--- src/ffpd_pkg.sv ---
package ffpd_pkg;

  // key and field geometry
  localparam int MAX_KEY_CHARS = 6;
  localparam int KEY_BITS      = 8 * MAX_KEY_CHARS;
  localparam int KPOS_W        = $clog2(MAX_KEY_CHARS + 1);

  // characters the parser reacts to
  localparam logic [7:0] CH_AMP   = 8'h26;
  localparam logic [7:0] CH_PLUS  = 8'h2B;
  localparam logic [7:0] CH_PCT   = 8'h25;
  localparam logic [7:0] CH_SPACE = 8'h20;
  localparam logic [7:0] CH_EQ    = 8'h3D;
  localparam logic [7:0] CH_NUL   = 8'h00;

  // command queue between front and back
  localparam int QUEUE_DEPTH = 4;
  localparam int QPTR_W      = $clog2(QUEUE_DEPTH);
  localparam int QCNT_W      = $clog2(QUEUE_DEPTH + 1);

  // register file
  localparam int APB_ADDR_W = 5;
  localparam int APB_DATA_W = 64;

  typedef enum logic [1:0] {
    REG_KEY_TEXT       = 2'd0,
    REG_KEY_LENGTH     = 2'd1,
    REG_VALUE_CAPACITY = 2'd2
  } reg_idx_t;

  localparam logic [KEY_BITS-1:0] KEY_TEXT_RST = KEY_BITS'(117);
  localparam logic [2:0]          KEY_LEN_RST  = 3'd1;
  localparam logic [7:0]          CAPACITY_RST = 8'd64;

  // result kinds
  localparam logic KIND_VALUE   = 1'b0;
  localparam logic KIND_SUMMARY = 1'b1;

  // one queued command: up to three value bytes, then an optional summary
  typedef struct packed {
    logic [1:0]      vcnt;
    logic [2:0][7:0] vbytes;
    logic [7:0]      base_len;
    logic            summary;
    logic            found;
  } cmd_t;

endpackage

--- src/ffpd_if.sv ---
interface ffpd_in_if;
  logic       valid;
  logic       ready;
  logic [7:0] in_byte;
  logic       body_last;

  modport source (output valid, output in_byte, output body_last, input ready);
  modport sink (input valid, input in_byte, input body_last, output ready);
endinterface

interface ffpd_out_if;
  logic       valid;
  logic       ready;
  logic       result_kind;
  logic [7:0] value_byte;
  logic [7:0] value_length;
  logic       field_found;
  logic       run_last;

  modport source (output valid, output result_kind, output value_byte, output value_length,
                  output field_found, output run_last, input ready);
  modport sink (input valid, input result_kind, input value_byte, input value_length,
                input field_found, input run_last, output ready);
endinterface

--- src/ffpd_front.sv ---
module ffpd_front (
  input  logic                          clk,
  input  logic                          rst,
  ffpd_in_if.sink                       in_ch,
  input  logic [ffpd_pkg::KEY_BITS-1:0] key_text,
  input  logic [2:0]                    key_length,
  input  logic [7:0]                    value_capacity,
  input  logic                          q_full,
  output logic                          q_wr,
  output ffpd_pkg::cmd_t                q_data
);

  typedef enum logic [1:0] {
    PH_SEEK  = 2'd0,
    PH_VALUE = 2'd1,
    PH_DONE  = 2'd2
  } phase_t;

  typedef struct packed {
    phase_t                        phase;
    logic                          at_boundary;
    logic [ffpd_pkg::KPOS_W-1:0]   key_pos;
    logic [1:0]                    held_count;
    logic [7:0]                    held_digit;
    logic [7:0]                    emitted;
    logic                          body_ended;
  } fst_t;

  typedef struct packed {
    fst_t           s;
    ffpd_pkg::cmd_t c;
  } work_t;

  localparam fst_t FST_RST = '{phase: PH_SEEK, at_boundary: 1'b1, key_pos: '0,
                               held_count: 2'd0, held_digit: 8'd0, emitted: 8'd0,
                               body_ended: 1'b0};

  function automatic logic hex_ok(input logic [7:0] b);
    return (b inside {[8'h30:8'h39], [8'h61:8'h66], [8'h41:8'h46]});
  endfunction

  function automatic logic [3:0] hex_val(input logic [7:0] b);
    logic [7:0] v;
    if (b inside {[8'h30:8'h39]}) v = b - 8'h30;
    else if (b inside {[8'h61:8'h66]}) v = b - 8'h57;
    else v = b - 8'h37;
    return v[3:0];
  endfunction

  // append one value byte, closing the value at the capacity limit
  function automatic work_t push_value(input work_t w, input logic [7:0] b,
                                       input logic [7:0] limit);
    work_t r;
    r = w;
    if (r.s.phase == PH_VALUE) begin
      r.c.vbytes[r.c.vcnt] = b;
      r.c.vcnt = r.c.vcnt + 2'd1;
      r.s.emitted = r.s.emitted + 8'd1;
      if (r.s.emitted >= limit) begin
        r.s.phase = PH_DONE;
        r.s.held_count = 2'd0;
      end
    end
    return r;
  endfunction

  // release a held percent sign and digit literally
  function automatic work_t flush_held(input work_t w, input logic [7:0] limit);
    work_t      r;
    logic [1:0] h;
    r = w;
    h = r.s.held_count;
    r.s.held_count = 2'd0;
    if (h >= 2'd1) r = push_value(r, ffpd_pkg::CH_PCT, limit);
    if (h >= 2'd2) r = push_value(r, r.s.held_digit, limit);
    return r;
  endfunction

  function automatic work_t plain_value(input work_t w, input logic [7:0] b,
                                        input logic [7:0] limit);
    work_t r;
    r = w;
    if (r.s.phase == PH_VALUE) begin
      if (b == ffpd_pkg::CH_AMP) begin
        r.s.phase = PH_DONE;
        r.s.held_count = 2'd0;
      end else if (b == ffpd_pkg::CH_PLUS) begin
        r = push_value(r, ffpd_pkg::CH_SPACE, limit);
      end else if (b == ffpd_pkg::CH_PCT) begin
        r.s.held_count = 2'd1;
      end else begin
        r = push_value(r, b, limit);
      end
    end
    return r;
  endfunction

  function automatic work_t value_in(input work_t w, input logic [7:0] b,
                                     input logic [7:0] limit);
    work_t r;
    r = w;
    if (r.s.held_count == 2'd1) begin
      if (hex_ok(b)) begin
        r.s.held_digit = b;
        r.s.held_count = 2'd2;
      end else begin
        r = flush_held(r, limit);
        r = plain_value(r, b, limit);
      end
    end else if (r.s.held_count >= 2'd2) begin
      if (hex_ok(b)) begin
        r.s.held_count = 2'd0;
        r = push_value(r, {hex_val(r.s.held_digit), hex_val(b)}, limit);
      end else begin
        r = flush_held(r, limit);
        r = plain_value(r, b, limit);
      end
    end else begin
      r = plain_value(r, b, limit);
    end
    return r;
  endfunction

  fst_t                                      st;
  fst_t                                      st_next;
  work_t                                     w;
  logic [7:0]                                limit;
  logic [ffpd_pkg::KPOS_W-1:0]               klen;
  logic [ffpd_pkg::MAX_KEY_CHARS-1:0][7:0]   key_chars;
  logic [7:0]                                want;
  logic                                      accept;

  assign key_chars = key_text;
  assign limit     = (value_capacity == 8'd0) ? 8'd0 : value_capacity - 8'd1;
  assign klen      = (key_length > 3'(ffpd_pkg::MAX_KEY_CHARS))
                   ? ffpd_pkg::KPOS_W'(ffpd_pkg::MAX_KEY_CHARS)
                   : ffpd_pkg::KPOS_W'(key_length);
  assign want      = (st.key_pos < klen) ? key_chars[st.key_pos] : ffpd_pkg::CH_EQ;

  // byte classification and state update
  always_comb begin
    w.s = st;
    w.c = '0;
    w.c.base_len = st.emitted;
    if (!st.body_ended) begin
      if (in_ch.in_byte == ffpd_pkg::CH_NUL) begin
        if (w.s.phase == PH_VALUE) w = flush_held(w, limit);
        w.s.body_ended = 1'b1;
      end else if (w.s.phase == PH_SEEK) begin
        // key match only while the field is still a candidate
        if (w.s.at_boundary && in_ch.in_byte == want) begin
          if (w.s.key_pos >= klen) begin
            w.s.key_pos = '0;
            w.s.phase = (limit == 8'd0) ? PH_DONE : PH_VALUE;
          end else begin
            w.s.key_pos = w.s.key_pos + 1'b1;
          end
        end else begin
          w.s.at_boundary = 1'b0;
          w.s.key_pos = '0;
          if (in_ch.in_byte == ffpd_pkg::CH_AMP) w.s.at_boundary = 1'b1;
        end
      end else if (w.s.phase == PH_VALUE) begin
        w = value_in(w, in_ch.in_byte, limit);
      end
    end
    if (in_ch.body_last) begin
      if (w.s.phase == PH_VALUE) w = flush_held(w, limit);
      w.c.summary = 1'b1;
      w.c.found = (w.s.phase != PH_SEEK);
    end
    st_next = in_ch.body_last ? FST_RST : w.s;
  end

  assign in_ch.ready = !q_full;
  assign accept      = in_ch.valid && !q_full;
  assign q_wr        = accept && (w.c.vcnt != 2'd0 || w.c.summary);
  assign q_data      = w.c;

  // parser state
  always_ff @(posedge clk) begin
    if (rst) begin
      st <= FST_RST;
    end else if (accept) begin
      st <= st_next;
    end
  end

endmodule

--- src/ffpd_queue.sv ---
module ffpd_queue (
  input  logic           clk,
  input  logic           rst,
  input  logic           wr,
  input  ffpd_pkg::cmd_t wr_data,
  output logic           full,
  output logic           rd_valid,
  output ffpd_pkg::cmd_t rd_data,
  input  logic           rd
);

  ffpd_pkg::cmd_t                  mem [ffpd_pkg::QUEUE_DEPTH];
  logic [ffpd_pkg::QPTR_W-1:0]     wr_ptr;
  logic [ffpd_pkg::QPTR_W-1:0]     rd_ptr;
  logic [ffpd_pkg::QCNT_W-1:0]     count;

  assign full     = (count == ffpd_pkg::QCNT_W'(ffpd_pkg::QUEUE_DEPTH));
  assign rd_valid = (count != '0);
  assign rd_data  = mem[rd_ptr];

  // storage
  always_ff @(posedge clk) begin
    if (wr) mem[wr_ptr] <= wr_data;
  end

  // pointers and fill level
  always_ff @(posedge clk) begin
    if (rst) begin
      wr_ptr <= '0;
      rd_ptr <= '0;
      count  <= '0;
    end else begin
      if (wr) begin
        wr_ptr <= (wr_ptr == ffpd_pkg::QPTR_W'(ffpd_pkg::QUEUE_DEPTH - 1)) ? '0
                : wr_ptr + 1'b1;
      end
      if (rd) begin
        rd_ptr <= (rd_ptr == ffpd_pkg::QPTR_W'(ffpd_pkg::QUEUE_DEPTH - 1)) ? '0
                : rd_ptr + 1'b1;
      end
      if (wr && !rd) count <= count + 1'b1;
      else if (rd && !wr) count <= count - 1'b1;
    end
  end

`ifndef SYNTHESIS
  a_no_write_when_full: assert property (@(posedge clk) disable iff (rst) wr |-> !full)
    else $error("queue written while full");
  a_no_pop_when_empty: assert property (@(posedge clk) disable iff (rst) rd |-> rd_valid)
    else $error("queue popped while empty");
`endif

endmodule

--- src/ffpd_back.sv ---
module ffpd_back (
  input  logic           clk,
  input  logic           rst,
  input  logic           q_valid,
  input  ffpd_pkg::cmd_t q_data,
  output logic           q_pop,
  ffpd_out_if.source     out_ch
);

  logic       o_valid;
  logic       o_kind;
  logic [7:0] o_byte;
  logic [7:0] o_len;
  logic       o_found;
  logic       o_last;
  logic [1:0] pos;
  logic [2:0] total;
  logic       is_last;
  logic       load;
  logic       is_value;

  // position of this beat within the queued command
  assign total    = {1'b0, q_data.vcnt} + {2'b00, q_data.summary};
  assign is_last  = ({1'b0, pos} == total - 3'd1);
  assign is_value = (pos < q_data.vcnt);
  assign load     = !o_valid || out_ch.ready;
  assign q_pop    = load && q_valid && is_last;

  // output register
  always_ff @(posedge clk) begin
    if (rst) begin
      o_valid <= 1'b0;
      pos     <= 2'd0;
    end else if (load) begin
      o_valid <= q_valid;
      if (q_valid) begin
        pos <= is_last ? 2'd0 : pos + 2'd1;
        o_last <= is_last;
        if (is_value) begin
          o_kind  <= ffpd_pkg::KIND_VALUE;
          o_byte  <= q_data.vbytes[pos];
          o_len   <= q_data.base_len + {6'd0, pos} + 8'd1;
          o_found <= 1'b1;
        end else begin
          o_kind  <= ffpd_pkg::KIND_SUMMARY;
          o_byte  <= 8'd0;
          o_len   <= q_data.base_len + {6'd0, q_data.vcnt};
          o_found <= q_data.found;
        end
      end
    end
  end

  assign out_ch.valid        = o_valid;
  assign out_ch.result_kind  = o_kind;
  assign out_ch.value_byte   = o_byte;
  assign out_ch.value_length = o_len;
  assign out_ch.field_found  = o_found;
  assign out_ch.run_last     = o_last;

`ifndef SYNTHESIS
  a_value_beat_found: assert property (@(posedge clk) disable iff (rst)
      (o_valid && o_kind == ffpd_pkg::KIND_VALUE) |-> o_found)
    else $error("value beat without field_found");
  a_summary_closes: assert property (@(posedge clk) disable iff (rst)
      (o_valid && o_kind == ffpd_pkg::KIND_SUMMARY) |-> (o_last && o_byte == 8'd0))
    else $error("summary beat not last or carries a byte");
`endif

endmodule

--- src/form_field_percent_decoder_core.sv ---
// Form-field percent decoder. Body bytes enter on in_ch at up to one beat per
// clock; the decoded bytes of the first field named by key_text/key_length
// leave on out_ch, one result beat per clock while out_ch is ready, followed
// on the body_last byte by a summary beat. A byte is parsed in the cycle it is
// accepted; its results (none to four) go as one command into a four-entry
// queue that the output stage expands into one beat per result. Input is
// refused only while that queue is full, which happens when the output is
// stalled or a run of bytes each cause more than one result. Results pass
// through the queue and the output register. Registers: key_text at 0x00,
// key_length at 0x08, value_capacity at 0x10, 64-bit data. The user must
// see that they are written only while the block is idle; it is not enforced.
module form_field_percent_decoder_core (
  input  logic                            clk,
  input  logic                            rst,
  ffpd_in_if.sink                         in_ch,
  ffpd_out_if.source                      out_ch,
  input  logic                            psel,
  input  logic                            penable,
  input  logic                            pwrite,
  input  logic [ffpd_pkg::APB_ADDR_W-1:0] paddr,
  input  logic [ffpd_pkg::APB_DATA_W-1:0] pwdata,
  output logic [ffpd_pkg::APB_DATA_W-1:0] prdata,
  output logic                            pready
);

  logic [ffpd_pkg::KEY_BITS-1:0] key_text;
  logic [2:0]                    key_length;
  logic [7:0]                    value_capacity;
  logic                          cfg_wr;
  ffpd_pkg::reg_idx_t            reg_idx;
  ffpd_pkg::cmd_t                wr_cmd;
  ffpd_pkg::cmd_t                rd_cmd;
  logic                          q_wr;
  logic                          q_full;
  logic                          q_valid;
  logic                          q_pop;

  assign pready  = 1'b1;
  assign cfg_wr  = psel && penable && pwrite;
  assign reg_idx = ffpd_pkg::reg_idx_t'(paddr[4:3]);

  // configuration registers
  always_ff @(posedge clk) begin
    if (rst) begin
      key_text       <= ffpd_pkg::KEY_TEXT_RST;
      key_length     <= ffpd_pkg::KEY_LEN_RST;
      value_capacity <= ffpd_pkg::CAPACITY_RST;
    end else if (cfg_wr) begin
      case (reg_idx)
        ffpd_pkg::REG_KEY_TEXT:       key_text <= pwdata[ffpd_pkg::KEY_BITS-1:0];
        ffpd_pkg::REG_KEY_LENGTH:     key_length <= pwdata[2:0];
        ffpd_pkg::REG_VALUE_CAPACITY: value_capacity <= pwdata[7:0];
        default: ;
      endcase
    end
  end

  // register read-back
  always_comb begin
    case (reg_idx)
      ffpd_pkg::REG_KEY_TEXT:
        prdata = ffpd_pkg::APB_DATA_W'(key_text);
      ffpd_pkg::REG_KEY_LENGTH:
        prdata = ffpd_pkg::APB_DATA_W'(key_length);
      ffpd_pkg::REG_VALUE_CAPACITY:
        prdata = ffpd_pkg::APB_DATA_W'(value_capacity);
      default:
        prdata = '0;
    endcase
  end

  ffpd_front u_front (
    .clk            (clk),
    .rst            (rst),
    .in_ch          (in_ch),
    .key_text       (key_text),
    .key_length     (key_length),
    .value_capacity (value_capacity),
    .q_full         (q_full),
    .q_wr           (q_wr),
    .q_data         (wr_cmd)
  );

  ffpd_queue u_queue (
    .clk      (clk),
    .rst      (rst),
    .wr       (q_wr),
    .wr_data  (wr_cmd),
    .full     (q_full),
    .rd_valid (q_valid),
    .rd_data  (rd_cmd),
    .rd       (q_pop)
  );

  ffpd_back u_back (
    .clk     (clk),
    .rst     (rst),
    .q_valid (q_valid),
    .q_data  (rd_cmd),
    .q_pop   (q_pop),
    .out_ch  (out_ch)
  );

endmodule
--- src/flat_wrapper.sv ---
// flat-port wrapper written by rule: the top's interface ports become plain ports
module form_field_percent_decoder_core_flat 
  (clk, rst, psel, penable, pwrite, paddr, pwdata, prdata, pready, in_ch_valid, in_ch_in_byte, in_ch_body_last, in_ch_ready, out_ch_valid, out_ch_result_kind, out_ch_value_byte, out_ch_value_length, out_ch_field_found, out_ch_run_last, out_ch_ready);
  ffpd_in_if in_ch_i ();
  ffpd_out_if out_ch_i ();
  input  logic clk;
  input  logic rst;
  input  logic psel;
  input  logic penable;
  input  logic pwrite;
  input  logic [ffpd_pkg::APB_ADDR_W-1:0] paddr;
  input  logic [ffpd_pkg::APB_DATA_W-1:0] pwdata;
  output logic [ffpd_pkg::APB_DATA_W-1:0] prdata;
  output logic pready;
  input wire logic [$bits(in_ch_i.valid)-1:0] in_ch_valid;
  input wire logic [$bits(in_ch_i.in_byte)-1:0] in_ch_in_byte;
  input wire logic [$bits(in_ch_i.body_last)-1:0] in_ch_body_last;
  output wire logic [$bits(in_ch_i.ready)-1:0] in_ch_ready;
  output wire logic [$bits(out_ch_i.valid)-1:0] out_ch_valid;
  output wire logic [$bits(out_ch_i.result_kind)-1:0] out_ch_result_kind;
  output wire logic [$bits(out_ch_i.value_byte)-1:0] out_ch_value_byte;
  output wire logic [$bits(out_ch_i.value_length)-1:0] out_ch_value_length;
  output wire logic [$bits(out_ch_i.field_found)-1:0] out_ch_field_found;
  output wire logic [$bits(out_ch_i.run_last)-1:0] out_ch_run_last;
  input wire logic [$bits(out_ch_i.ready)-1:0] out_ch_ready;
  assign in_ch_i.valid = in_ch_valid;
  assign in_ch_i.in_byte = in_ch_in_byte;
  assign in_ch_i.body_last = in_ch_body_last;
  assign in_ch_ready = in_ch_i.ready;
  assign out_ch_valid = out_ch_i.valid;
  assign out_ch_result_kind = out_ch_i.result_kind;
  assign out_ch_value_byte = out_ch_i.value_byte;
  assign out_ch_value_length = out_ch_i.value_length;
  assign out_ch_field_found = out_ch_i.field_found;
  assign out_ch_run_last = out_ch_i.run_last;
  assign out_ch_i.ready = out_ch_ready;
  form_field_percent_decoder_core u_core (.clk(clk), .rst(rst), .in_ch(in_ch_i), .out_ch(out_ch_i), .psel(psel), .penable(penable), .pwrite(pwrite), .paddr(paddr), .pwdata(pwdata), .prdata(prdata), .pready(pready));
endmodule
--- config.mk ---
export PLATFORM = sky130hd
export DESIGN_NAME = form_field_percent_decoder_core_flat
export DESIGN_NICKNAME = d
export VERILOG_FILES = /design/src/ffpd_pkg.sv /design/src/ffpd_if.sv /design/src/ffpd_front.sv /design/src/ffpd_queue.sv /design/src/ffpd_back.sv /design/src/form_field_percent_decoder_core.sv /design/src/flat_wrapper.sv
export SDC_FILE = /design/constraint.sdc
export NUM_CORES = 1
export LEC_CHECK = 0
export BUFFER_PORTS_ARGS = -buffer_cell sky130_fd_sc_hd__buf_2
export CAP_MARGIN = 0
export CORE_MARGIN = 3
export CORE_UTILIZATION = 45
export CTS_CLUSTER_SIZE = 12
export DETAILED_ROUTE_END_ITERATION = 7
export PLACE_DENSITY = 0.64
export SLEW_MARGIN = 20
export SYNTH_ARGS = -nofsm -noshare
export SYNTH_HDL_FRONTEND = slang
export SYNTH_HIERARCHICAL = 1
export SYNTH_SLANG_ARGS = --single-unit
--- constraint.sdc ---
create_clock -name clk -period 7.75 [get_ports clk]
set_clock_uncertainty 0.15 [all_clocks]
set_input_delay 0.775 -clock clk [delete_from_list [all_inputs] [get_ports clk]]
set_output_delay 0.775 -clock clk [all_outputs]
set_load 0.05 [all_outputs]
Word-level counts from Yosys, hierarchy flattened --
Memory sizes are Yosys's and may differ from the RTL's. A register that Yosys moved wholly into a read port is not among the register bits. Cells that the tools add are included.
Storage, ports and cells: register bits 113, word-level logic and storage cells 325, output and inout bits 86, memories 1, RAM bits 144, bits of input ports 85
Operators by class: add/subtract/negate cells 33, eq/ne operators 19, reductions and logical operators 42, magnitude comparators 42, bitwise gates (word level) 10, mux-type cells 158
Memories:
- u_core.u_queue.mem | depth 4, bits a word 36, rd ports 1, clocked after memory_dff 1, write ports 1, RTL line ffpd_queue.sv:12 | ffpd_pkg::cmd_t mem [ffpd_pkg::QUEUE_DEPTH];
Operators by type and width (number):
- 61-bit 2-to-1 mux | 50
- 45-bit 2-to-1 mux | 4
- 53-bit 2-to-1 mux | 3
- 24-bit bitwise mux | 6
- 48-bit case mux with 3 select lines | 1
- 8-bit 2-to-1 mux | 16
- 8-bit demux with 2-bit select | 7
- 26-bit 2-to-1 mux | 4
- 2-bit 2-to-1 mux | 40
- 8-bit by 1-bit adder with 8-bit output (second input constant) | 9
- 8-bit greater-or-equal comparator | 8
- 55-bit 2-to-1 mux | 1
- 21-bit bitwise AND | 2
- 21-bit inverter | 2
- 6-bit 2-to-1 mux | 5
- 4-bit 2-to-1 mux | 7
- 25-bit 2-to-1 mux | 1
- 8-bit binary-select mux with 3-bit select | 1
- 8-bit by 6-bit equality test with 1-bit output (second input constant) | 3
- 8-bit by 7-bit greater-or-equal comparator with 1-bit output (second input constant) | 3
- 8-bit by 7-bit <= comparator with 1-bit output (second input constant) | 3
- 8-bit logical NOT | 3
- 2-bit by 3-bit < comparator with 1-bit output (second input constant) | 8
- 1-bit logical AND | 21
- other kinds (38) | 96

Longest topological paths before layout --
depth in word-level cells 68, depth in mapped cells 39, gate-level depth less buffers 32

Hierarchy --
Netlist, hierarchy kept.
By module, submodules not included:
- ffpd_front | cells each 1006, instances 1, seq. area each 500.5 µm², area an instance 6839.1 µm²
- ffpd_queue | cells each 232, instances 1, seq. area each 4504.3 µm², area an instance 5690.5 µm²
- form_field_percent_decoder_core | cells each 338, instances 1, seq. area each 1181.1 µm², area an instance 3123.0 µm²
- ffpd_back | cells each 123, instances 1, seq. area each 630.6 µm², area an instance 1337.5 µm²

Worst setup path before layout --
OpenSTA, ideal clock, no wires.
path kind reg2reg, from register u_core/u_front/st[17] (netlist name), to memory u_core/u_queue/mem[0][20] (netlist name), data pin, path buffers 6, arrival time 6441 ps, cell stages (with the launch flop) 39, setup time 268 ps, setup slack 891 ps, period minus slack after synthesis 6859 ps, required time 7332 ps, cells stage by stage dfxtp_1 > buf_2 > or2_1 > buf_6 > inv_2 > buf_2 > nand2_1 > nand2_1 > ha_1 > clkbuf_1 > nand3_1 > nor3_1 > xnor2_1 > ha_1 > nand2_1 > o21ai_0 > a21oi_1 > nand2b_1 > [3 not listed] > a21oi_1 > or3_1 > clkbuf_1 > inv_1 > ha_1 > ha_1 > a21oi_1 > nor2b_1 > o21ai_0 > nand2b_1 > a21oi_1 > nor2b_1 > o21ai_0 > nand2b_1 > a221oi_1 > and3b_1 > nand2_1 > o22a_1
RTL lines:
- from (decl) | RTL line ffpd_front.sv:124 | fst_t st;
- from (signal assigned) | RTL line ffpd_front.sv:185 | st <= st_next;
- to (decl) | RTL line ffpd_queue.sv:12

==> run metrics <==
WP data arrival=around 7.4 ns; cells after synthesis=about 1700; via count=roughly 13000; worst slew pin tran=~1.2 ns; Seq cells post-synth=259; Mapped Avg Cell Area=roughly 10 um2; first drt pass iteration count=6; final worst path period need=roughly 7.3 ns; via density per instance=5.73; top-level port count=about 170; flop-to-flop setup slack=0.48 ns; pin count of the biggest net entering global routing=between 100 and 150; CTS Buf Count=28; Crit Reg-Reg Startpoint=u_core/u_front/st[2]$_SDFFE_PP0P_; CP max FO=8; sequential area share after synthesis=40.1%; Die Width=about 200 um; GPL Wtd Cong=slightly below 1; Area growth syn-to-layout=13.2%; r2r endpoint=u_core/u_queue/mem[1][31]$_DFFE_PP_; Fin Hold WS=~0.32 ns; final setup fails=0; fin crit share=a little over nine tenths; critical path's most frequent cell=a21oi_1; Worst setup EP type=flip-flop; initial antenna violation count=4; Max-Slew Margin vs Limit=about a fifth; max-cap violations=0; WL/cell=20.6 um; HP Class=input port to flip-flop; Top FF cell, synth=edfxtp_1; final cell count without fillers=between 2000 and 2500; layout cells sized above 1=18.8%; synth warn=6; die height=around 200 um; die area=about 40000 um2; Post-Synthesis Cell Area=17000 um2; Power per Cell Area=between 200 and 250 nW/um2; most frequent cells in the layout=edfxtp_1 (163), nand2_1 (146), buf_2 (133), nor2_1 (133), nand2b_1 (119); CTS Buffer Depth=3; starting density of the core=between 40% and 50%; CP max stage delay=about 0.48 ns; CTS clk-pin slew, worst paths=~0.060 ns; f_max=around 140 MHz; Routed Antenna Nets=0; # rows=70; status=finished, final reports clean; library cells used by synthesis=96; routed wire length=between 40 and 50 mm; leakage power=just over 7 nW; final worst slack=0.483 ns; Worst Path Required=a little under 8 ns; H-Tree Level Count=1; Setup CP Type=flip-flop to flip-flop; Final Max Slew Viols=0; Tot Pwr=a little under 4 mW; DRT iter0 DRCs=1045; NumNets Final=1991; dpl hpwl=around 36 mm; crit path max-delay cell type=dfxtp_1; vias in the first global route=13300; first-pass GRT wire length=75.9 mm; CTS Hold Bufs=0; clk root buf=clkbuf_16; Core ar.=between 30000 and 40000 um2; PortBufs=roughly 130; most common cell after layout, fill and taps aside=edfxtp_1; critical path startpoint category=flip-flop; clk sink count=between 200 and 300; Placed Cells=2296; Post-synth EDFFs=~160; final instance area=19200 um2; clk_lat worst skew=~0.57 ns; Area after DPL=18200 um2; CP Launch Point=u_core/u_front/st[2]$_SDFFE_PP0P_; RSZ-0062 raised after global routing=true; reg2reg path depth=34; count of final hold-check violations=0; final global-route overflow total=0; CTS tree=done; worst setup path endpoint=u_core/u_queue/mem[1][31]$_DFFE_PP_; pre-CTS WS=approximately 0.45 ns; GR Util All Layers=23.5%; Post-route DRC=0; VDD IR max=about 0.16 mV; async set or reset register ratio after synthesis=0%
flip-flops by register name, summed over array words and instances (netlist names), named ones only:
name	flops
u_core/u_back/out_ch.run_last	1
u_core/u_queue/mem	144
u_core/u_back/out_ch.field_found	1
u_core/value_capacity	8
u_core/u_queue/count	3
u_core/u_queue/wr_ptr	2
u_core/u_back/out_ch.valid	1
u_core/key_text	48
u_core/u_front/st	25
u_core/u_back/pos	2
u_core/u_back/out_ch.value_length	8
u_core/key_length	3
u_core/u_back/out_ch.result_kind	1
u_core/u_queue/rd_ptr	2
u_core/u_back/out_ch.value_byte	8
cell usage after synthesis (7+ instances only):
cell type	n	area share (%)
buf_4	28	1.2
and2_1	55	2.0
a31oi_1	15	0.55
clkbuf_1	63	1.4
a21oi_1	89	2.6
mux4_2	38	5.0
o22ai_1	17	0.63
a22oi_1	24	1.1
a211oi_1	15	0.66
o211ai_1	7	0.31
xor2_1	33	1.7
xnor2_1	54	2.8
mux2i_1	90	5.3
a2bb2oi_1	7	0.36
nand3_1	42	1.2
nor2b_1	10	0.37
nand2_1	146	3.2
o21ai_0	62	1.8
buf_2	25	0.74
nand2b_1	119	4.4
ha_1	81	6.0
dfxtp_1	96	11
nor2_1	134	3.0
edfxtp_1	163	29
nor3_1	32	0.94
or3_1	12	0.44
nand4_1	11	0.41
inv_1	43	0.95
a21o_1	12	0.53
nor4_1	9	0.33
mux2_2	8	0.53
worst min path at each step:
| stage | from | end | slack, ns | cells after the start |
|---|---|---|---|---|
| 2_1_floorplan | u_core/key_text[40]$_SDFFE_PP0P_ | u_core/key_text[40]$_SDFFE_PP0P_ | 0.30 | 2 |
| 3_3_place_gp | u_core/key_text[41]$_SDFFE_PP0P_ | u_core/key_text[41]$_SDFFE_PP0P_ | 0.31 | 2 |
| 3_5_place_dp | u_core/key_text[41]$_SDFFE_PP0P_ | u_core/key_text[41]$_SDFFE_PP0P_ | 0.33 | 2 |
| 4_1_cts | pwdata[21] | u_core/key_text[21]$_SDFFE_PP0P_ | 0.30 | 3 |
| 5_1_grt | pwdata[21] | u_core/key_text[21]$_SDFFE_PP0P_ | 0.31 | 3 |
| 6_report | pwdata[24] | u_core/key_text[24]$_SDFFE_PP0P_ | 0.32 | 3 |
layer usage:
metal / up-vias / track usage [%] / routed length, um
li1: 6373 / - / -
met1: 6457 / 31.3 / 20900
met2: 521 / 38.4 / 22400
met3: 106 / 4.75 / 3330
met4: 4 / 7.98 / 1720
met5: - / 0 / 14
repair_timing:
action	4_1_cts	5_1_grt
resized for setup	0	22
setup buffers	0	0
setup endpoints to repair	0	104
endpoints found under the hold margin	0	0
logic make-up after synthesis:
kind of cell / synth area share (%)
other: 0.0442
DFF: 40.1
buffers and inverters: 5.27
AOI/OAI and AO/OA: 13.0
xor gates and xnor gates: 4.77
adders and majority gates: 6.32
and+or+nand+nor: 18.7
muxes: 11.8
power breakdown:
part	leakage (nW)	switching [mW]	internal, mW
clock network	0.431	0.556	0.738
registers	2.25	0.0761	1.59
logic	4.55	0.604	0.358
total	7.23	1.24	2.68
cell type report:
class	count	area (um2)
clock inverter	9	103
multi-input combinational	1278	9480
clock buffer	43	787
antenna	2	5.00
inverter	47	176
tap	504	631
sequential	259	6820
timing repair buffer	208	1230
fill	3375	17600
stage by stage:
| stage | setup TNS [ns] | util, % |
|---|---|---|
| floorplan | 0 | - |
| global placement | 0 | 49.3 |
| detailed placement | 0 | 49.4 |
| CTS | 0 | 51.8 |
| global route | -4.15 | 52.1 |
| finish | 0 | 52.2 |
critical path: cells and delay by family, from the launching register on:
| kind | cells | cell delay (ns) |
|---|---|---|
| and+or+nand+nor | 12 | 2.20 |
| adders and majority gates | 4 | 1.04 |
| AOI/OAI and AO/OA | 12 | 2.11 |
| DFF | 1 | 0.48 |
| buffers and inverters | 4 | 0.66 |
| xor gates and xnor gates | 2 | 0.36 |
No activity file was read; power rests on OpenSTA's default activity.
